--- src/sv/chj_pkg.sv ---
// Shared types, codes and constants of the chained hash-join table.
package chj_pkg;

   // Default table sizes.
   localparam int ENTRIES_DEFAULT = 64;
   localparam int BUCKETS_DEFAULT = 128;

   // Hash finalizer constants.
   localparam logic [31:0] MIX_C1 = 32'h85ebca6b;
   localparam logic [31:0] MIX_C2 = 32'hc2b2ae35;

   // Width of the hash bits that the bucket mask can keep.
   localparam int KEEP_BITS = 7;

   // Reset value of the bucket_bits register.
   localparam logic [2:0] BUCKET_BITS_RESET = 3'd7;

   // Command codes.
   localparam logic [1:0] CMD_CLEAR = 2'd0;
   localparam logic [1:0] CMD_BUILD = 2'd1;
   localparam logic [1:0] CMD_PROBE = 2'd2;

   // Result status codes.
   localparam logic [1:0] STATUS_DONE    = 2'd0;
   localparam logic [1:0] STATUS_MATCH   = 2'd1;
   localparam logic [1:0] STATUS_NOMATCH = 2'd2;
   localparam logic [1:0] STATUS_FULL    = 2'd3;

   // One input request.
   typedef struct packed {
      logic [1:0]         cmd;
      logic signed [31:0] key;
      logic [15:0]        probe_row;
   } req_type;

   // One result item.
   typedef struct packed {
      logic [1:0]  status;
      logic [5:0]  build_row;
      logic [15:0] match_probe_row;
      logic        last;
   } rsp_type;

   // Controls of the hash pipeline.
   typedef struct packed {
      logic load;
      logic step;
   } hash_ctl_type;

endpackage

--- src/sv/chj_store.sv ---
// Bucket head memory and entry memory, each with one registered read port.
module chj_store #(
   parameter int ENTRIES = chj_pkg::ENTRIES_DEFAULT,
   parameter int BUCKETS = chj_pkg::BUCKETS_DEFAULT,
   localparam int RW = $clog2(ENTRIES),
   localparam int CW = $clog2(ENTRIES + 1),
   localparam int BW = $clog2(BUCKETS)
) (
   input  logic          clock,
   input  logic [BW-1:0] head_rd_addr,
   output logic [CW-1:0] head_q,
   input  logic          head_we,
   input  logic [BW-1:0] head_wr_addr,
   input  logic [CW-1:0] head_wr_data,
   input  logic [RW-1:0] ent_rd_addr,
   output logic [31:0]   ent_q_key,
   output logic [CW-1:0] ent_q_next,
   output logic [BW-1:0] ent_q_tag,
   input  logic          ent_we,
   input  logic [RW-1:0] ent_wr_addr,
   input  logic [31:0]   ent_wr_key,
   input  logic [CW-1:0] ent_wr_next,
   input  logic [BW-1:0] ent_wr_tag
);

   localparam int EW = 32 + CW + BW;

   logic [CW-1:0] head_mem [BUCKETS];
   logic [EW-1:0] ent_mem [ENTRIES];
   logic [CW-1:0] head_rd_ff;
   logic [EW-1:0] ent_rd_ff;

   // Head memory: one write and one read a cycle.
   always_ff @(posedge clock) begin
      if (head_we) begin
         head_mem[head_wr_addr] <= head_wr_data;
      end
      head_rd_ff <= head_mem[head_rd_addr];
   end

   // Entry memory holds key, next link and the bucket the entry went into.
   always_ff @(posedge clock) begin
      if (ent_we) begin
         ent_mem[ent_wr_addr] <= {ent_wr_key, ent_wr_next, ent_wr_tag};
      end
      ent_rd_ff <= ent_mem[ent_rd_addr];
   end

   assign head_q     = head_rd_ff;
   assign ent_q_key  = ent_rd_ff[EW-1 -: 32];
   assign ent_q_next = ent_rd_ff[BW +: CW];
   assign ent_q_tag  = ent_rd_ff[BW-1:0];

endmodule

--- config.mk ---
export PLATFORM = sky130hd
export DESIGN_NAME = chj_store
export DESIGN_NICKNAME = d
export VERILOG_FILES = /design/src/sv/chj_pkg.sv /design/src/sv/chj_store.sv
export SDC_FILE = /design/constraint.sdc
export NUM_CORES = 2
export LEC_CHECK = 0
export ABC_AREA = 1
export BUFFER_PORTS_ARGS = -buffer_cell sky130_fd_sc_hd__buf_2
export CAP_MARGIN = 15
export CELL_PAD_IN_SITES_DETAIL_PLACEMENT = 1
export CELL_PAD_IN_SITES_GLOBAL_PLACEMENT = 2
export CORE_ASPECT_RATIO = 2
export CORE_MARGIN = 1.5
export CORE_UTILIZATION = 45
export DETAILED_ROUTE_END_ITERATION = 6
export GPL_TIMING_DRIVEN = 0
export PLACE_DENSITY_LB_ADDON = 0.1
export SKIP_CTS_REPAIR_TIMING = 1
export SLEW_MARGIN = 10
export SYNTH_ARGS = -nofsm -noshare
export SYNTH_HDL_FRONTEND = slang
export SYNTH_SLANG_ARGS = --single-unit
export TNS_END_PERCENT = 5
--- constraint.sdc ---
create_clock -name clock -period 3.3 [get_ports clock]
set_input_delay 0 -clock clock [delete_from_list [all_inputs] [get_ports clock]]
set_output_delay 0 -clock clock [all_outputs]
set_load 0.02 [all_outputs]
**Word-level counts from Yosys, hierarchy flattened**

Memory sizes are Yosys's and may differ from the RTL's. A register that Yosys moved wholly into a read port is not among the register bits.
Index checks and enable logic that the tools add are counted.

- Flip-flop bits (word level): 0
- Bits in latches: 0
- Memory bits (writable): 3,840
- ROM bits: 0
- Input port bits: 82
- Output and inout bits: 53
- Logic and storage cells: 6
- Memories kept: 2

- Add/subtract/negate cells: 0
- Multipliers: 0
- Divide/modulo/power cells: 0
- Order comparisons: 0
- Equality and inequality tests: 0
- Shift operators: 0
- Multiplexer cells: 4
- Bitwise logic cells: 0
- Reduce and logical (&&, ||, !) cells: 0

Memory list:

| memory | depth | bits a word | read ports | clocked after Yosys merged registers in | wr ports | line | text |
|---|---|---|---|---|---|---|---|
| ent_mem | 64 | 46 | 1 | 1 | 1 | chj_store.sv:29 | `logic [EW-1:0] ent_mem [ENTRIES];` |
| head_mem | 128 | 7 | 1 | 1 | 1 | chj_store.sv:28 | `logic [CW-1:0] head_mem [BUCKETS];` |

Operators with widths:

| cell | count |
|---|---|
| 2-to-1 mux 1 bit | 4 |

**Longest topological paths before layout**

- Depth in word-level cells: 2
- Gate-level depth with buffers: 14
- Depth with buffers taken out: 11

**Worst setup path after synthesis**

Ideal clock, no wire load.

- Kind: in2reg
- Start point: input ent_we
- End point: memory ent_mem[0][0] (netlist bit), enable pin
- Library setup time: 450 ps
- Arrival time: 2,482 ps
- Data required time: 2,850 ps
- Path slack: 368 ps
- Stages: 3
- Path buffers: 1
- Cells stage by stage: clkbuf_1 -> nand4_1 -> nor2_1

- Cells in the longest elaborated chain, start to end: 2

Ends and longest elaborated chain:

| item | line | text |
|---|---|---|
| from (decl) | chj_store.sv:19 | `input logic ent_we,` |
| 2-to-1 mux 1 bit | chj_store.sv:43 | `if (ent_we) begin` |
| 2-to-1 mux 1 bit (not written as such) | chj_store.sv:44 | `ent_mem[ent_wr_addr] <= {ent_wr_key, ent_wr_next, ent_wr_tag};` |
| to (decl) | chj_store.sv:29 |  |

No other way between the ends.

==> results.json <==
{
  "status": "finished, violations left",
  "violations": "hold timing, setup timing",
  "critical-path-top-delay-family": "buffers and inverters",
  "finalCritPeriodShare_pct": 101,
  "grt_start_max_net_pins": 84,
  "clock-sinks": 3893,
  "slew_headroom_pct": 6.39,
  "cp_num_buf_inv": 5,
  "ctsHtreeMaxLevel": 5,
  "via_per_inst": 6.44,
  "p_leak_nw": 59.9,
  "num_rows": 303,
  "initial_utilization_pct": 45.1,
  "grt_pass1_wl_um": 995000,
  "drc": 0,
  "postRouteAntennaNets": 0,
  "clock_latency_ns": 1.01,
  "fin_setup_tns_ns": -0.0402,
  "min_path_type": "in2reg",
  "most-common-layout-cells": "edfxtp_1 (3,840), nand2_1 (2,128), nor2_1 (1,506)",
  "maxCapViolations": 0,
  "endpoint_kind": "flip-flop",
  "die_h_um": 828,
  "routedWlPerCell_um": 42.2,
  "vias": 114169,
  "first_pass_iters": 6,
  "finish.utilization_pct": 52.7,
  "gp_congestion": 1.01,
  "synth_nets": 12228,
  "clockRootBuffer": "clkbuf_16",
  "port_buffers": 125,
  "drive_above_1_share_pct": 9.87,
  "required_ns": 4.19,
  "io_pins": 135,
  "whs_ns": -0.0125,
  "critPathMaxFanout": 10,
  "die_w_um": 416,
  "vdd.ir_drop.worst_mv": 0.582,
  "period_needed_ns": 3.34,
  "crit_top_cell": "nand2_1",
  "fin_nets": 13070,
  "cts_tree": "built",
  "die_area_sq_um": 344000,
  "rsz0062_at_grt": "no",
  "finalWirelength_um": 749000,
  "grt_usage_pct": 43.0,
  "antenna_found_initial": 67,
  "synth_area_per_cell_sq_um": 12.6,
  "place_inst": 16967,
  "crit_chain": "buf_6 > buf_6 > buf_6 > buf_2 > buf_2 > nor2_1 > o22ai_1 > nand2_1 > nand3_1 > nand3_1 > nand2_1 > nand2_1 > nand2_1",
  "synth-seq-cells": 3893,
  "dp_hpwl_um": 549000,
  "first_global_vias": 116454,
  "synthDistinctLibCells": 21,
  "synthCells": 12146,
  "crit_arrival_ns": 4.23,
  "max_freq_mhz": 299,
  "cpMaxStageDelayCell": "buf_2",
  "yosysWarningCount": 0,
  "clock_skew_ns": 0.0777,
  "cts_buffer_depth": 4,
  "area_growth_pct": 16.7,
  "clkTransAtPathRegs_ns": 0.07,
  "grt-ovfl-total": 0,
  "hold_viol_final": 5,
  "setup_viol": 1,
  "n_fill_cell": 34102,
  "cellPowerDensity_nw_per_um2": 599,
  "drt_iter0_drc": 14192,
  "worstMarginPinSlew_ns": 1.40,
  "core_sq_um": 340000,
  "layout_commonest_cell": "edfxtp_1",
  "setup_ws_ns": -0.0402,
  "report.final.slew_viol_count": 0,
  "cts_buffers": 351,
  "max_stage_delay_ns": 0.80,
  "worstSetupStartpointType": "input port",
  "syn_area_sq_um": 153000,
  "finalPower_mw": 107,
  "final_cells": 17734,
  "crit_type": "in2reg",
  "ys_seq_area_share_pct": 75.9,
  "post-place-ws_ns": -0.731
}
-- power by group --
part	total (mW)	switching [mW]	internal, mW
Sequential	54.8	0.114	54.7
Combinational	9.38	7.47	1.90
Clock	43.0	19.4	23.6
Total	107	27.0	80.1
-- routing by layer --
| layer | share of wire [%] | track usage, % | routed length [um] | vias to the layer above |
|---|---|---|---|---|
| met5 | 0.015 | 0 | 112 | - |
| met4 | 15 | 51.3 | 112000 | 14 |
| met3 | 7.9 | 8.84 | 59500 | 2887 |
| met2 | 48 | 71.8 | 363000 | 7096 |
| met1 | 29 | 40.6 | 215000 | 58211 |
| li1 | - | - | - | 45961 |
-- area by class of cell --
cell class	count	area [sq um]	share of cell area, %
Antenna cell	47	118	0.0657
Buffer	843	3760	2.10
Clock buffer	435	9490	5.30
Clock inverter	195	2070	1.16
Inverter	83	314	0.176
Multi-Input combinational cell	7326	33400	18.7
Sequential cell	3893	116000	65.0
Tap cell	4422	5530	3.09
Timing Repair Buffer	490	7880	4.41
-- cell usage after synthesis (all sizes together) --
cell	number	area share, %
nand4	8	0.033
inv	83	0.20
o21ai	1426	4.7
o22ai	690	2.8
clkbuf	485	1.2
edfxtp	3840	75
buf	359	1.2
nand2	2128	5.2
a21oi	46	0.15
nand3	1442	4.7
nor2	1576	3.9
nor3	10	0.033
dfxtp	53	0.69
-- kinds of logic after synthesis --
logic type | count (synthesis) | share of synthesized area, %
and+or+nand+nor | 5164 | 13.8
DFF | 3893 | 75.9
AOI/OAI and AO/OA | 2162 | 7.62
buffers and inverters | 927 | 2.62
-- final timing paths --
path / from / endpoint / slack [ns] / depth (start not counted)
worst max-delay path: ent_rd_addr[0] / ent_rd_ff[19] / -0.04 / 13
worst min-delay path: ent_wr_key[18] / ent_mem[24][32] / -0.01 / 2
worst max register to register: ent_mem[53][8] / ent_rd_ff[8] / 0.48 / 8
worst min register to register: ent_mem[60][42] / ent_rd_ff[42] / 0.92 / 8
-- per-stage QoR --
step                hold slack, ns  area, sq um
finish                     -0.0125       179000
detailed placement           0.272       166000
CTS                         -0.741       178000
floorplan                   0.0989       153000
global route              -0.00334       179000
global placement             0.330       159000
-- registers in the layout (all words and copies together), names as in the netlist --
name	count
ent_mem	2944
head_mem	896
ent_rd_ff	46
head_q	7
Note: power is estimated with default switching activity, not from simulation.
