===== src/sv/chj_pkg.sv =====
// Shared types, codes and constants of the chained hash-join table.
package chj_pkg;

   // Default table sizes.
   localparam int ENTRIES_DEFAULT = 64;
   localparam int BUCKETS_DEFAULT = 128;

   // Hash finalizer constants.
   localparam logic [31:0] MIX_C1 = 32'h85ebca6b;
   localparam logic [31:0] MIX_C2 = 32'hc2b2ae35;

   // Width of the hash bits that the bucket mask can keep.
   localparam int KEEP_BITS = 7;

   // Reset value of the bucket_bits register.
   localparam logic [2:0] BUCKET_BITS_RESET = 3'd7;

   // Command codes.
   localparam logic [1:0] CMD_CLEAR = 2'd0;
   localparam logic [1:0] CMD_BUILD = 2'd1;
   localparam logic [1:0] CMD_PROBE = 2'd2;

   // Result status codes.
   localparam logic [1:0] STATUS_DONE    = 2'd0;
   localparam logic [1:0] STATUS_MATCH   = 2'd1;
   localparam logic [1:0] STATUS_NOMATCH = 2'd2;
   localparam logic [1:0] STATUS_FULL    = 2'd3;

   // One input request.
   typedef struct packed {
      logic [1:0]         cmd;
      logic signed [31:0] key;
      logic [15:0]        probe_row;
   } req_type;

   // One result item.
   typedef struct packed {
      logic [1:0]  status;
      logic [5:0]  build_row;
      logic [15:0] match_probe_row;
      logic        last;
   } rsp_type;

   // Controls of the hash pipeline.
   typedef struct packed {
      logic load;
      logic step;
   } hash_ctl_type;

endpackage


===== src/sv/chj_hash.sv =====
// Two-stage murmur3 finalizer and bucket index selection.
module chj_hash #(
   parameter int BUCKETS = chj_pkg::BUCKETS_DEFAULT,
   localparam int BW = $clog2(BUCKETS)
) (
   input  logic                 clock,
   input  chj_pkg::hash_ctl_type ctl,
   input  logic signed [31:0]   key,
   input  logic [2:0]           bucket_bits,
   output logic [BW-1:0]        bucket
);

   localparam int TAB_SIZE = 2 ** chj_pkg::KEEP_BITS;

   typedef logic [TAB_SIZE-1:0][BW-1:0] bkt_tab_type;

   // Masked hash reduced modulo the bucket count, worked out at elaboration.
   function automatic bkt_tab_type build_tab();
      bkt_tab_type t;
      for (int i = 0; i < TAB_SIZE; i++) begin
         t[i] = BW'(i % BUCKETS);
      end
      return t;
   endfunction

   localparam bkt_tab_type BKT_TAB = build_tab();

   logic [31:0] key_u;
   logic [31:0] x1;
   logic [31:0] x2;
   logic [31:0] h1_in;
   logic [31:0] h1_ff;
   logic [31:0] h2_in;
   logic [31:0] h2_ff;
   logic [chj_pkg::KEEP_BITS-1:0] mask;
   logic [chj_pkg::KEEP_BITS-1:0] masked;

   // First xor-shift and multiply, taken straight from the request.
   always_comb begin
      key_u = key;
      x1 = key_u ^ (key_u >> 16);
      h1_in = x1 * chj_pkg::MIX_C1;
   end

   // Second xor-shift and multiply.
   always_comb begin
      x2 = h1_ff ^ (h1_ff >> 13);
      h2_in = x2 * chj_pkg::MIX_C2;
   end

   always_ff @(posedge clock) begin
      if (ctl.load) begin
         h1_ff <= h1_in;
      end
      if (ctl.step) begin
         h2_ff <= h2_in;
      end
   end

   // Final xor-shift on the low bits, mask and reduce.
   always_comb begin
      mask = chj_pkg::KEEP_BITS'((8'd1 << bucket_bits) - 8'd1);
      masked = (h2_ff[chj_pkg::KEEP_BITS-1:0] ^ h2_ff[16 +: chj_pkg::KEEP_BITS]) & mask;
      bucket = BKT_TAB[masked];
   end

endmodule


===== config.mk =====
export PLATFORM = sky130hd
export DESIGN_NAME = chj_hash
export DESIGN_NICKNAME = d
export VERILOG_FILES = /design/src/sv/chj_pkg.sv /design/src/sv/chj_hash.sv
export SDC_FILE = /design/constraint.sdc
export NUM_CORES = 1
export LEC_CHECK = 0
export BUFFER_PORTS_ARGS = -buffer_cell sky130_fd_sc_hd__buf_4
export CORE_UTILIZATION = 30
export DETAILED_ROUTE_END_ITERATION = 10
export GPL_TIMING_DRIVEN = 1
export SYNTH_ARGS = -nofsm -noshare
export SYNTH_HDL_FRONTEND = slang
export SYNTH_SLANG_ARGS = --single-unit

===== constraint.sdc =====
create_clock -name clock -period 11.15 [get_ports clock]
set_clock_uncertainty 0.15 [all_clocks]
set_input_delay 2.23 -clock clock [delete_from_list [all_inputs] [get_ports clock]]
set_output_delay 2.23 -clock clock [all_outputs]
set_load 0.05 [all_outputs]

# Word level (Yosys, flattened, before mapping)
# Memories as Yosys holds them, arrays and structs flattened.
# Cells that the tools add are included.
[word_totals] memories=1 ff_bits=55 in_bits=38 mem_bits_ro=896
[op_classes] mul=2 order_cmp=1 bitwise_logic=4 shifts=1 mux=1 n_addsub=1
[memory_table] name="(no name shown)" words=128 width=7 read_ports=1 rd_clocked_by_memory_dff=0 write_ports=0 line="chj_hash.sv:64" rtl="bucket = BKT_TAB[masked];"
[op_table] op="multiplier 32 x 31 -> 23 bit (second input constant)" count=1
[op_table] op="multiplier 32 x 32 -> 32 bit (second input constant)" count=1
[op_table] op="XOR 32 x 16 -> 32 bit" count=1
[op_table] op="XOR 32 x 19 -> 32 bit" count=1
[op_table] op="< comparator 7 x 8 -> 1 bit (second input constant)" count=1
[op_table] op="bitwise AND 7 bit" count=1
[op_table] op="2-to-1 mux 7 bit" count=1
[op_table] op="left shift 1 x 3 -> 7 bit (first input constant)" count=1
[op_table] op="subtractor 7 x 1 -> 7 bit (second input constant)" count=1
[op_table] op="XOR 7 bit" count=1

# Longest topological paths before layout
[logic_depth] depth_word=5 mapped_depth=27 ltp_nobuf=26

# Worst setup path after synthesis
# No wires, ideal clock.
[synth_timing] kind="input-to-reg" startpoint="input key[9]" endpoint="register h1_ff[31], data pin" setup_ns=0.260 arrival_ns=8.077 path_slack_ns=2.663 cell_stages=22 cell_sequence="xor2_1 -> fa_1 -> fa_1 -> fa_1 -> inv_1 -> fa_1 -> inv_1 -> ha_1 -> fa_1 -> fa_1 -> inv_1 -> fa_1 -> inv_1 -> ha_1 -> clkbuf_1 -> a21o_1 -> a21oi_1 -> o21bai_1 -> a21o_1 -> nand4_1 -> a31oi_1 -> xnor2_1"
[synth_between] elab_chain_len=2
[synth_lines] item="start, declared" line="chj_hash.sv:8" rtl="input logic signed [31:0] key,"
[synth_lines] item="XOR 32 x 16 -> 32 bit" line="chj_hash.sv:41" rtl="x1 = key_u ^ (key_u >> 16);"
[synth_lines] item="multiplier 32 x 32 -> 32 bit" line="chj_hash.sv:42" rtl="h1_in = x1 * chj_pkg::MIX_C1;"
[synth_lines] item="named net h1_in[31]" line="chj_hash.sv:31" rtl="logic [31:0] h1_in;"
[synth_lines] item="end signal, assigned" line="chj_hash.sv:53" rtl="h1_ff <= h1_in;"
[synth_lines] item="end, declared" line="chj_hash.sv:32" rtl="logic [31:0] h1_ff;"
# The timed path passes the listed nets, and every way through them passes these cells.
# A chain may end at the register's enable or synchronous reset.

# Worst setup path after layout
[layout_timing] startpoint="input key[25]" endpoint="register h1_ff[31], data pin"
# The elaborated chain is that of the path after synthesis.

==> qor.csv <==
stage;metric;value;unit
hold_path;WHS Path Cells;2;
synth;Post-Syn Instances;1403;
clock_network;Clock Tree Root;clkbuf_16;
floorplan;Initial Util;0.3055;
clock_network;Worst-Skew Late Latency;300;ps
clock_network;Worst-path clk slew;70;ps
floorplan;DIE AREA;50960;µm²
setup_path;WS Path Type;in2reg;
synth;main flop type after synthesis;edfxtp_1;
detailed_routing;antenna-violating nets left;0;
setup_path;reg2reg start;h1_ff[9];
synth;post-synth top area share;0.3892;
synth;post-synth top area cell;fa_1;
synth;sequential-to-total area share from yosys stat;0.09198;
global_route;grt total ovfl;0;
synth;count leader, synth;inv_1;
global_route;vias in the first global route;10660;
timing;Fmax achieved;110.4;MHz
detailed_routing;via count;9482;
timing;part of the cycle the worst path needs;0.8124;
timing;Setup violations, final;0;
detailed_routing;vias per inst;4.464;
clock_network;clock buffer count from CTS;5;
finish;# diodes;0;
detailed_routing;Detailed Route WL;35940;µm
global_route;largest net degree at the start of global routing;33;
timing;Slew Viols, Final;0;
placed_design;number of I/O port buffers;44;
global_route;Total GRT Usage;0.1485;
synth;Synth Cell Area;15020;µm²
floorplan;IO Count;45;
timing;slew margin rel.;0.1428;
clock_network;clk sinks;46;
floorplan;Die W;225.7;µm
setup_path;Max Fanout on Critical Path;8;
setup_path;CP Launch Type;input pin;
run;max_cap viols;0;
synth;unique cell type count in the Yosys netlist;50;
synth;number of flops mapped to enable cells by yosys;46;
floorplan;core box area;49150;µm²
global_route;global-route wire length before repair;57370;µm
synth;synthesized flop and latch total;46;
timing;min Tclk post-route;9058;ps
hold_path;HP Start;h1_ff[0];
setup_path;crit end category;register;
finish;ratio of cells with drive above 1 in the final layout;0.04452;
synth;Avg Inst Size Synth;10.70;µm²
outcome;status;completed;
placed_design;GP Congestion;0.9324;
setup_path;Crit path arrival time;8950;ps
global_route;initial antenna violation count;0;
timing;Sum Neg Setup Slack;0;ps
detailed_routing;Residual DRC;0;
synth;Ys Warns;0;
detailed_routing;routed len/inst;16.92;µm
hold_path;worst min-delay path class;reg2reg;
floorplan;row cnt;81;
hold_path;hold path endpoint;h2_ff[0];
synth;ys async rst share;0;
timing;RSZ-0062 raised after global routing;no;
clock_network;PostCTS Resize Cnt;0;
synth;top post-synthesis cells by area;fa_1 (39%), ha_1 (25%), inv_1 (10%);
setup_path;flop-to-flop setup slack;4760;ps
finish;area delta synth->final;9.115;%
synth;commonest cells in the netlist;inv_1 (412), ha_1 (303), fa_1 (292);
setup_path;FF-to-FF End;h2_ff[22];
clock_network;post-CTS setup buffer count;0;
placed_design;hpwl dp;32770;µm
timing;count of endpoints failing hold in the final timing report;0;
timing;Worst-Margin Slew;1281;ps
detailed_routing;drt pass-1 iters;4;
detailed_routing;First DRT Iteration DRCs;329;
synth;syn_nets;2036;
clock_network;Hold Buf Count CTS;0;
setup_path;WP data required;11040;ps
finish;Layout Nets;2092;
setup_path;cell count of the worst reg-to-reg path;18;
finish;FILL cells;4968;
clock_network;TritonCTS clock tree;yes;
clock_network;Max clock buf depth;2;
floorplan;die height;225.7;µm
clock_network;H-Tree Level Count;2;
layer usage:
| layer | wire, µm | vias to the layer above | track usage | share of wire |
|---|---|---|---|---|
| met5 | 0 | - | 0 | 0 |
| met4 | 1510 | 0 | 0.05991 | 0.042 |
| met3 | 1448 | 65 | 0.01782 | 0.040 |
| met2 | 17620 | 237 | 0.2635 | 0.49 |
| met1 | 15360 | 4723 | 0.1817 | 0.43 |
| li1 | - | 4457 | - | - |
stage by stage:
stage | hold WS (ps) | area (µm²) | instances | worst slack (ps) | util
2_1_floorplan | 504.5 | 15020 | 1403 | 2663 | -
3_3_place_gp | 616.2 | 16220 | 2116 | 1788 | 0.3300
3_5_place_dp | 622.5 | 16220 | 2116 | 1770 | 0.3300
4_1_cts | 629.8 | 16390 | 2124 | 2086 | 0.3334
5_1_grt | 640.3 | 16390 | 2124 | 1747 | 0.3334
6_report | 635.9 | 16390 | 2124 | 2092 | 0.3334
critical path: stages:
cell and delay (ps):
buf_4 140, xor2_1 990, fa_1 600, fa_1 510
fa_1 520, inv_1 50, fa_1 480, fa_1 550
inv_1 50, fa_1 460, fa_1 540, inv_1 50
fa_1 530, inv_1 40, ha_1 330, nand3_1 160
nor2_1 150, a21o_1 140, nand4_1 130, a31oi_1 190
xnor2_1 90
worst max-delay path by stage:
stage / from / end / slack [ps] / cells past startpoint
after detailed placement: key[26] / h1_ff[30] / 1770 / 22
after CTS: key[26] / h1_ff[30] / 2090 / 22
after global routing: key[25] / h1_ff[31] / 1750 / 21
after floorplan: key[9] / h1_ff[31] / 2660 / 22
final: key[25] / h1_ff[31] / 2090 / 21
after global placement: key[25] / h1_ff[31] / 1790 / 22
placed cells by master, fill, tap and decap left out, types with 3 or more instances in the layout:
cell type  count
a211oi_1       4
nor2_1        32
and2_1         4
nor3_1        14
fa_1         292
nand3_1        8
xor2_1        48
nand2b_1       5
edfxtp_1      46
o21ai_1        9
inv_1        412
xnor2_1       82
ha_1         303
o21ai_0        7
and3_1         7
a21o_1        18
buf_4         50
o21bai_1       9
a21oi_1       40
or2_2          3
a31oi_1        4
clkbuf_16      5
nand4_1        3
nand2_1       20
registers in the layout, summed over array words and instances, names as in the netlist:
signal / flops
h1_ff: 32
h2_ff: 14
cells by family (layout without fill, tap and decap cells):
group / count (synthesis) / after routing / share of synthesized area
AND/OR/NAND/NOR: 107 / 107 / 0.03491
XOR/XNOR: 135 / 135 / 0.08290
multiplexers: 1 / 1 / 0.0006665
buffers and inverters: 414 / 471 / 0.1035
AO/OA/AOI/OAI: 105 / 105 / 0.04440
adder cells (fa/ha/maj): 595 / 595 / 0.6417
flip-flops: 46 / 46 / 0.09198
layout make-up:
type,count,area [µm²],share of cell area
clock buffer,6,128.9,0.007864
clock inverter,2,37.54,0.002291
inverter,413,1550,0.09460
timing repair buffer,50,375.4,0.02291
sequential,46,1381,0.08429
tap,664,830.8,0.05070
multi-input combinational,943,12080,0.7373
Power is not shown: default switching activity piles up to over one toggle a cycle in this logic, so the estimate is an artifact.
